[src/hw/rtl/sdgp_pkg.sv]
package sdgp_pkg;

  localparam int MAG_W   = 32;
  localparam int MAX_BCD = 10;
  localparam int BIT_CNT_W = $clog2(MAG_W + 1);

  localparam logic [5:0] MINUS_CODE   = 6'd45;
  localparam logic [5:0] DIGIT_BASE   = 6'd48;
  localparam logic [7:0] COLUMN_LIMIT = 8'd126;

  typedef struct packed {
    logic signed [31:0] value;
    logic [7:0]         start_column;
    logic [2:0]         start_page;
  } in_t;

  typedef struct packed {
    logic [5:0] char_code;
    logic [7:0] column;
    logic [3:0] page;
    logic       last;
  } out_t;

  // one character handed to the output stage, before placement
  typedef struct packed {
    logic [5:0] code;
    logic [7:0] col;
    logic [2:0] page;
    logic       last;
  } place_req_t;

endpackage

[src/hw/rtl/sdgp_bcd.sv]
module sdgp_bcd
  import sdgp_pkg::*;
(
  input  logic                   clk,
  input  logic                   rst,
  input  logic                   start,
  input  logic [MAG_W-1:0]       mag,
  output logic                   done,
  output logic [4*MAX_BCD-1:0]   bcd
);

  logic [MAG_W-1:0]     sh;
  logic [BIT_CNT_W-1:0] bits;
  logic                 busy;
  logic [4*MAX_BCD-1:0] bcd_adj;

  // add 3 to every digit that will reach 10 or more after the shift
  always_comb begin
    for (int i = 0; i < MAX_BCD; i++) begin
      if (bcd[4*i +: 4] >= 4'd5) begin
        bcd_adj[4*i +: 4] = bcd[4*i +: 4] + 4'd3;
      end else begin
        bcd_adj[4*i +: 4] = bcd[4*i +: 4];
      end
    end
  end

  always_ff @(posedge clk) begin
    if (rst) begin
      busy <= 1'b0;
      done <= 1'b0;
      bits <= '0;
    end else begin
      done <= 1'b0;
      if (start) begin
        busy <= 1'b1;
        bits <= BIT_CNT_W'(MAG_W);
      end else if (busy) begin
        bits <= bits - BIT_CNT_W'(1);
        if (bits == BIT_CNT_W'(1)) begin
          busy <= 1'b0;
          done <= 1'b1;
        end
      end
    end
  end

  always_ff @(posedge clk) begin
    if (start) begin
      sh  <= mag;
      bcd <= '0;
    end else if (busy) begin
      sh  <= sh << 1;
      bcd <= {bcd_adj[4*MAX_BCD-2:0], sh[MAG_W-1]};
    end
  end

endmodule

[src/hw/rtl/sdgp_place.sv]
module sdgp_place
  import sdgp_pkg::*;
(
  input  logic       clk,
  input  logic       rst,
  input  logic       load,
  input  place_req_t req,
  output logic       free,
  output logic       out_valid,
  input  logic       out_ready,
  output out_t       out_data
);

  assign free = !out_valid || out_ready;

  always_ff @(posedge clk) begin
    if (rst) begin
      out_valid <= 1'b0;
    end else if (load) begin
      out_valid <= 1'b1;
    end else if (out_ready) begin
      out_valid <= 1'b0;
    end
  end

  // past the right edge the character moves to column 0 of the next page
  always_ff @(posedge clk) begin
    if (load) begin
      out_data.char_code <= req.code;
      out_data.last      <= req.last;
      if (req.col > COLUMN_LIMIT) begin
        out_data.column <= '0;
        out_data.page   <= {1'b0, req.page} + 4'd1;
      end else begin
        out_data.column <= req.col;
        out_data.page   <= {1'b0, req.page};
      end
    end
  end

endmodule

[src/hw/rtl/signed_decimal_glyph_placer_top.sv]
// sequence: an accepted request is converted by a bit-serial binary-to-bcd shift of the
// magnitude; then a minus sign is placed for a negative value, leading zeros are skipped
// and the remaining digits are placed one character at a time, an output stall holding the sign or digit
// stage; a magnitude too large for MAX_DIGITS places only the minus sign, if negative, and no digits;
// a new request is accepted only once the sequencer is back in idle after the previous one
// reset: synchronous, clears the sequencer, converter and output valid
module signed_decimal_glyph_placer_top
  import sdgp_pkg::*;
#(
  parameter int MAX_DIGITS = 8,
  parameter int CHAR_WIDTH = 6
) (
  input  logic clk,
  input  logic rst,
  input  logic in_valid,
  output logic in_ready,
  input  in_t  in_data,
  output logic out_valid,
  input  logic out_ready,
  output out_t out_data
);

  localparam int CNT_W = $clog2(MAX_DIGITS + 1);

  localparam logic [2:0] S_IDLE  = 3'd0;
  localparam logic [2:0] S_CONV  = 3'd1;
  localparam logic [2:0] S_SIGN  = 3'd2;
  localparam logic [2:0] S_SKIP  = 3'd3;
  localparam logic [2:0] S_DIGIT = 3'd4;

  logic [2:0]              state;
  logic                    neg;
  logic                    too_large;
  logic [7:0]              col;
  logic [2:0]              page;
  logic [4*MAX_DIGITS-1:0] dig;
  logic [CNT_W-1:0]        cnt;

  logic                 accept;
  logic [MAG_W-1:0]     mag;
  logic                 conv_done;
  logic [4*MAX_BCD-1:0] bcd;
  logic                 over;
  logic [3:0]           top_digit;
  logic                 free;
  logic                 load;
  place_req_t           req;

  assign in_ready  = (state == S_IDLE);
  assign accept    = in_valid && in_ready;
  assign mag       = in_data.value[MAG_W-1] ? (~MAG_W'(in_data.value) + MAG_W'(1))
                                            : MAG_W'(in_data.value);
  assign top_digit = dig[4*MAX_DIGITS-1 -: 4];

  // any nonzero digit beyond the display width makes the magnitude too large
  always_comb begin
    over = 1'b0;
    for (int i = MAX_DIGITS; i < MAX_BCD; i++) begin
      over = over | (bcd[4*i +: 4] != 4'd0);
    end
  end

  sdgp_bcd u_bcd (
    .clk   (clk),
    .rst   (rst),
    .start (accept),
    .mag   (mag),
    .done  (conv_done),
    .bcd   (bcd)
  );

  always_comb begin
    load      = 1'b0;
    req.code  = MINUS_CODE;
    req.col   = col;
    req.page  = page;
    req.last  = too_large;
    unique case (state)
      S_SIGN: begin
        load = free;
      end
      S_DIGIT: begin
        load     = free;
        req.code = DIGIT_BASE + {2'b00, top_digit};
        req.last = (cnt == CNT_W'(1));
      end
      default: begin
        load = 1'b0;
      end
    endcase
  end

  sdgp_place u_place (
    .clk       (clk),
    .rst       (rst),
    .load      (load),
    .req       (req),
    .free      (free),
    .out_valid (out_valid),
    .out_ready (out_ready),
    .out_data  (out_data)
  );

  always_ff @(posedge clk) begin
    if (rst) begin
      state <= S_IDLE;
    end else begin
      unique case (state)
        S_IDLE: begin
          if (accept) begin
            state <= S_CONV;
          end
        end
        S_CONV: begin
          if (conv_done) begin
            if (neg) begin
              state <= S_SIGN;
            end else if (over) begin
              state <= S_IDLE;
            end else begin
              state <= S_SKIP;
            end
          end
        end
        S_SIGN: begin
          if (free) begin
            state <= too_large ? S_IDLE : S_SKIP;
          end
        end
        S_SKIP: begin
          if (top_digit != 4'd0 || cnt == CNT_W'(1)) begin
            state <= S_DIGIT;
          end
        end
        S_DIGIT: begin
          if (free && cnt == CNT_W'(1)) begin
            state <= S_IDLE;
          end
        end
        default: begin
          state <= S_IDLE;
        end
      endcase
    end
  end

  always_ff @(posedge clk) begin
    if (accept) begin
      neg  <= in_data.value[MAG_W-1];
      col  <= in_data.start_column;
      page <= in_data.start_page;
    end
    if (state == S_CONV && conv_done) begin
      too_large <= over;
      dig       <= bcd[4*MAX_DIGITS-1:0];
      cnt       <= CNT_W'(MAX_DIGITS);
    end
    // drop leading zeros, keeping at least one digit
    if (state == S_SKIP && top_digit == 4'd0 && cnt != CNT_W'(1)) begin
      dig <= dig << 4;
      cnt <= cnt - CNT_W'(1);
    end
    if (load) begin
      col <= col + 8'(CHAR_WIDTH);
      if (state == S_DIGIT) begin
        dig <= dig << 4;
        cnt <= cnt - CNT_W'(1);
      end
    end
  end

endmodule
[config.mk]
export PLATFORM = sky130hd
export DESIGN_NAME = signed_decimal_glyph_placer_top
export DESIGN_NICKNAME = d
export VERILOG_FILES = /design/src/hw/rtl/sdgp_pkg.sv /design/src/hw/rtl/sdgp_bcd.sv /design/src/hw/rtl/sdgp_place.sv /design/src/hw/rtl/signed_decimal_glyph_placer_top.sv
export SDC_FILE = /design/constraint.sdc
export NUM_CORES = 1
export LEC_CHECK = 0
export BUFFER_PORTS_ARGS = -buffer_cell sky130_fd_sc_hd__buf_2
export CELL_PAD_IN_SITES_DETAIL_PLACEMENT = 2
export CELL_PAD_IN_SITES_GLOBAL_PLACEMENT = 2
export CORE_MARGIN = 3
export CORE_UTILIZATION = 38
export DETAILED_ROUTE_END_ITERATION = 12
export PLACE_DENSITY_LB_ADDON = 0.1
export SLEW_MARGIN = 20
export SYNTH_ARGS = -nofsm -noshare
export SYNTH_HDL_FRONTEND = slang
export SYNTH_HIERARCHICAL = 1
export SYNTH_SLANG_ARGS = --single-unit
[constraint.sdc]
create_clock -name clk -period 2.65 [get_ports clk]
set_input_delay 0.6625 -clock clk [delete_from_list [all_inputs] [get_ports clk]]
set_output_delay 0.6625 -clock clk [all_outputs]
set_load 0.03 [all_outputs]
# Word-level counts from Yosys, hierarchy flattened
# Index checks and enable logic that the tools add are counted.
totals:
  reg_bits: 152
  latchBits: 0
  mem_bits_rw: 0
  rom_bits: 0
  inputBits: 47
  elab_cells: 124
  mem_count: 0
op_classes:
  addsub: 16
  multipliers: 0
  div_mod_pow: 0
  order_cmp: 11
  n_eq_ne: 12
  shift: 0
  mux: 43
  bitwise: 3
  reduce_logical: 20
ops:
  columns: ["op", "n"]
  rows:
  - ["32-bit two-way mux", 7]
  - ["4-bit two-way mux", 13]
  - ["4-bit by 3-bit greater-or-equal comparator with 1-bit output, second input constant", 10]
  - ["4-bit by 2-bit adder with 4-bit output, second input constant", 9]
  - ["32-bit by 2-bit adder with 32-bit output, second input constant", 1]
  - ["32-bit inverter", 1]
  - ["3-bit two-way mux", 7]
  - ["8-bit two-way mux", 2]
  - ["3-bit case mux with 5 select lines", 1]
  - ["6-bit two-way mux", 2]
  - ["4-bit nonzero test", 3]
  - ["8-bit by 3-bit adder with 8-bit output, second input constant", 1]
  - ["8-bit by 7-bit greater-than comparator with 1-bit output, second input constant", 1]
  - ["1-bit two-way mux", 8]
  - ["5-bit by 5-bit adder with 6-bit output, first input constant", 1]
  - ["3-bit by 2-bit == test with 1-bit output, second input constant", 2]
  - ["6-bit by 1-bit == test with 1-bit output, second input constant", 1]
  - ["2-bit two-way mux", 3]
  - ["2-bit != test, second input constant", 3]
  - ["2-bit nonzero test", 3]
  - ["6-bit by 1-bit subtractor with 6-bit output, second input constant", 1]
  - ["1-bit logical AND", 5]
  - ["5-bit AND reduction", 1]
  - ["3-bit by 1-bit adder with 4-bit output, second input constant", 1]
  - ["other kinds (15)", 18]

# Longest topological paths before layout
logic_depth:
  depth_word: 6
  ltp_mapped: 8

# Modules after synthesis
# The synthesis kept the hierarchy.
by_module_without_submodules:
  columns: ["module", "n_inst", "cells_each", "area_each_um2", "seq_area_each_um2"]
  rows:
  - ["sdgp_bcd", 1, 405, 4087.7, 1921.8]
  - ["signed_decimal_glyph_placer_top", 1, 381, 3173.0, 1171.1]
  - ["sdgp_place", 1, 41, 770.7, 590.6]

# Worst setup path before layout
# OpenSTA, ideal clock, no wires.
synth_path:
  path_type: "register -> register"
  startpoint: "reg state[0]"
  endpoint: "reg u_bcd.sh[0] (enable)"
  setup_ns: 0.375
  arrival_time_ns: 2.424
  slack_ns: -0.149
  path_stages_with_launch: 7
  path_cell_list: "dfxtp_1 > buf_2 > nor3_1 > and2_1 > buf_2 > buf_2 > or2_2"
synth_between:
  elab_chain_cells: 3
synth_lines:
  columns: ["item", "line", "source"]
  rows:
  - ["start: declaration", "signed_decimal_glyph_placer_top.sv:31", "logic [2:0] state;"]
  - ["start signal: assignment", "signed_decimal_glyph_placer_top.sv:127", "state <= too_large ? S_IDLE : S_SKIP;"]
  - ["3-bit zero test", "signed_decimal_glyph_placer_top.sv:49", "assign in_ready = (state == S_IDLE);"]
  - ["net in_ready", "signed_decimal_glyph_placer_top.sv:16", "output logic in_ready,"]
  - ["1-bit logical AND", "signed_decimal_glyph_placer_top.sv:50", "assign accept = in_valid && in_ready;"]
  - ["net accept", "signed_decimal_glyph_placer_top.sv:39", "logic accept;"]
  - ["2-bit nonzero test (no line)", null, null]
  - ["end signal: assignment", "sdgp_bcd.sv:50", "sh <= mag;"]
  - ["end signal: assignment", "sdgp_bcd.sv:53", "sh <= sh << 1;"]
  - ["end: declaration", "sdgp_bcd.sv:12", "logic [MAG_W-1:0] sh;"]
# The timed path passes the listed nets, and every way through them passes these cells.
# A chain may end at the register's enable or synchronous reset.

# Final worst setup path
layout_path:
  startpoint: "in in_data[12] (netlist bit)"
  endpoint: "reg u_bcd.sh[24], data pin"
layout_between:
  elab_chain_cells: 4
layout_lines:
  columns: ["item", "line", "source"]
  rows:
  - ["start: declaration", "signed_decimal_glyph_placer_top.sv:17", "input in_t in_data,"]
  - ["32-bit inverter", "signed_decimal_glyph_placer_top.sv:51", "assign mag = in_data.value[MAG_W-1] ? (~MAG_W'(in_data.value) + MAG_W'(1))"]
  - ["32-bit by 2-bit adder with 32-bit output", "signed_decimal_glyph_placer_top.sv:51", null]
  - ["32-bit two-way mux", "signed_decimal_glyph_placer_top.sv:51", null]
  - ["net mag[24]", "signed_decimal_glyph_placer_top.sv:40", "logic [MAG_W-1:0] mag;"]
  - ["32-bit two-way mux", "sdgp_bcd.sv:49", "if (start) begin"]
# The timed path passes the listed nets, and every way through them passes these cells.

==> results_dict.tcl <==
set metrics [dict create \
    cp_num_buf_inv 3 \
    cts_root_buf "clkbuf_16" \
    rsz0062_at_grt "no" \
    setup_tns_ns 0 \
    wl_per_cell_um 18.1 \
    p_per_area_nw_per_um2 1040 \
    setup_violations 0 \
    cp_max_fo 10 \
    critPathLaunchType "input port" \
    cpPeakStageDelay_ns 0.41 \
    dpl.cell_count 1140 \
    status "finished clean" \
    reg2reg_to "u_bcd/bcd[37]" \
    maxCapViolCount 0 \
    ys_warn_count 6 \
    crit_path_top_delay_cell "o41ai_2" \
    drtAntennaViolNets 0 \
    syn_avg_cell_area_um2 9.71 \
    clk_path_buf_depth 2 \
    crit_family "simple AND/OR/NAND/NOR gates" \
    async_reset_ff_frac 0 \
    drive_gt1_frac 0.216 \
    numCtsBuffers 17 \
    numPortBuffers 67 \
    ff2ff_setup_slack_ns 0.49 \
    grt_pass1_vias 7121 \
    die_w_um 151 \
    critical_path_arrival_ns 2.47 \
    drc 0 \
    maxSlewHeadroom 0.546 \
    regToRegStartpoint "state[0]" \
    synth_edf_count 64 \
    clk_latency_ns 0.43 \
    worst_hold_path.endpoint "page[2]" \
    hold_path_class "input port to flip-flop" \
    finalNetCount 963 \
    antenna_found_initial 0 \
    dp_hpwl_mm 14.9 \
    irDropWorstVdd_mv 0.488 \
    crit_required_ns 2.83 \
    core_um2 20500 \
    cts_setup_buffers 0 \
    antenna_cells 0 \
    fin_crit_ns 2.29 \
    rows 52 \
    drtIter0Drc 221 \
    synthCells 827 \
    worstSetupPathType "input port to flip-flop" \
    ys_types 69 \
    grt_pass1_wl_mm 35.9 \
    die_height_um 151 \
    hold_viol_final 0 \
    holdPathStages 1 \
    crit_path_start "in_data[12]" \
    syn_area_um2 8030 \
    grt_use_total 0.194 \
    finalNonFillerCells 1172 \
    worstPathCellList "buf_2 -> inv_1 -> ha_1 -> nor3b_1 -> buf_4 -> nand4_4 -> o41ai_2 -> xnor2_1 -> mux2_2" \
    post-route-period-util 0.864 \
    ys_seq_area_frac 0.459 \
    synth_ff_type "dfxtp_1" \
    cts.sinks 152 \
    cts.repair.resized 0 \
    whs_ns 0.406 \
    worstMarginPinSlew_ns 0.675 \
    skew_ns 0.0107 \
    syn-num-nets 901 \
    gp_congestion 0.785 \
    path_clk_slew_ns 0.07 \
    via_per_inst 5.50 \
    endpoint_kind "flip-flop" \
    p_leak_nw 3.44 \
    firstDrtPassIters 6 \
    place_area_um2 8710 \
    syn_to_final_growth_pct 15.7 \
    route.final.wire_length_mm 21.3 \
    htreeDepth 4 \
    grt_overflow 0 \
    grt_max_degree 68 \
    initial_utilization 0.392 \
    cts_tree "done" \
    reg2reg_depth 6 \
    worst_slack_ns 0.361 \
    finalPower_mw 9.67 \
    postLayoutCoreUtil 0.453 \
    min_from "in_data[2]" \
    pre_cts_ws_ns -0.0168 \
    yosys_register_bits 152 \
    ioPinCount 68 \
    slew_violations 0 \
    dieArea_um2 22900 \
    fmax_mhz 437 \
    fin_area_um2 9290 \
    vias 6448 \
    cts-hold-fix-buffers 0 \
]
layer usage:
| metal | GRT usage | wire length (um) | up-vias | share of wire |
|---|---|---|---|---|
| met5 | 0 | 0 | - | 0 |
| met3 | 0.0311 | 428 | 17 | 0.020 |
| li1 | - | - | 3133 | - |
| met1 | 0.241 | 9540 | 3230 | 0.45 |
| met2 | 0.350 | 11100 | 68 | 0.52 |
| met4 | 0.0481 | 220 | 0 | 0.010 |
cells in the mapped netlist (13+ instances only):
| library cell | number | area [um^2] |
|---|---|---|
| nand2_1 | 103 | 387 |
| dfxtp_1 | 88 | 1760 |
| edfxtp_1 | 64 | 1920 |
| inv_1 | 52 | 195 |
| o21ai_0 | 48 | 240 |
| nor2_1 | 47 | 176 |
| a21oi_1 | 36 | 180 |
| xnor2_1 | 36 | 315 |
| mux2_2 | 31 | 349 |
| a31oi_1 | 28 | 175 |
| ha_1 | 27 | 338 |
| buf_2 | 23 | 115 |
| nor3_1 | 18 | 90.1 |
| nand3_1 | 17 | 85.1 |
| clkbuf_1 | 13 | 48.8 |
how the worst max path moves through the flow:
stage,end,slack (ns),cells after the start
finish,u_bcd/sh[24],0.36,9
floorplan,u_bcd/sh[0],0.15,6
detailed placement,u_bcd/sh[26],-0.02,9
global route,u_bcd/sh[24],0.26,9
global placement,u_bcd/sh[30],0.08,9
CTS,u_bcd/sh[24],0.35,9
area by class of cell:
class / count / area, um^2
fillers: 2172 / 11200
multi-input cells: 580 / 3980
flip-flops and latches: 152 / 3680
repair buffers: 84 / 500
clock buffers: 17 / 425
well taps: 270 / 338
inverters: 54 / 203
clock inverters: 15 / 159
registers in the layout, summed over array words and instances, names as in the netlist, 3 cells and up:
name and cells:
cnt 4, col 8, dig 32, page 3, state 3, u_bcd/bcd 40, u_bcd/bits 6, u_bcd/sh 32
u_place/out_data 19
placed cells by master, fill, tap and decap left out, types with 7 or more instances in the layout:
cell type and instances:
o21ai_1 7, dfxtp_1 87, o22ai_1 9, and2_2 7, mux2_2 31, a311o_1 8
edfxtp_1 64, o22a_1 9, clkbuf_16 17, o31ai_1 9, xnor2_1 36, nand3_1 17
o41ai_2 9, buf_2 67, nor4_1 7, nand2b_1 10, a21oi_1 36, o21ai_0 48
inv_1 52, nor3_1 17, nor2_1 47, mux2i_1 7, o32ai_1 9, nand2_1 103
ha_1 27, nand4_1 10, or3_1 11, a31oi_1 28, buf_4 14
worst register-to-register path, cell delays in order, from the launching register on:
cell and delay, ns:
dfxtp_1 0.45, nor3_2 0.36, and2_4 0.57, buf_12 0.30, nor3_1 0.08, mux2i_1 0.18, o31ai_1 0.09
where the power goes:
| group | total (mW) | internal (mW) | switching [mW] |
|---|---|---|---|
| clock network | 2.42 | 1.33 | 1.08 |
| logic | 3.15 | 1.32 | 1.83 |
| registers | 4.10 | 3.41 | 0.692 |
| total | 9.67 | 6.07 | 3.60 |
logic make-up (layout without fill, tap and decap cells):
kind of cell / count (synthesis) / count (layout) / synth area share
DFF: 152 / 152 / 0.459
buffers and inverters: 95 / 170 / 0.0489
muxes: 39 / 39 / 0.0541
and+or+nand+nor: 266 / 266 / 0.171
adders and majority gates: 27 / 27 / 0.0421
xor gates and xnor gates: 42 / 42 / 0.0458
other: 2 / 2 / 0.000935
AOI/OAI and AO/OA: 204 / 204 / 0.178
(Power assumes the default switching activity.)
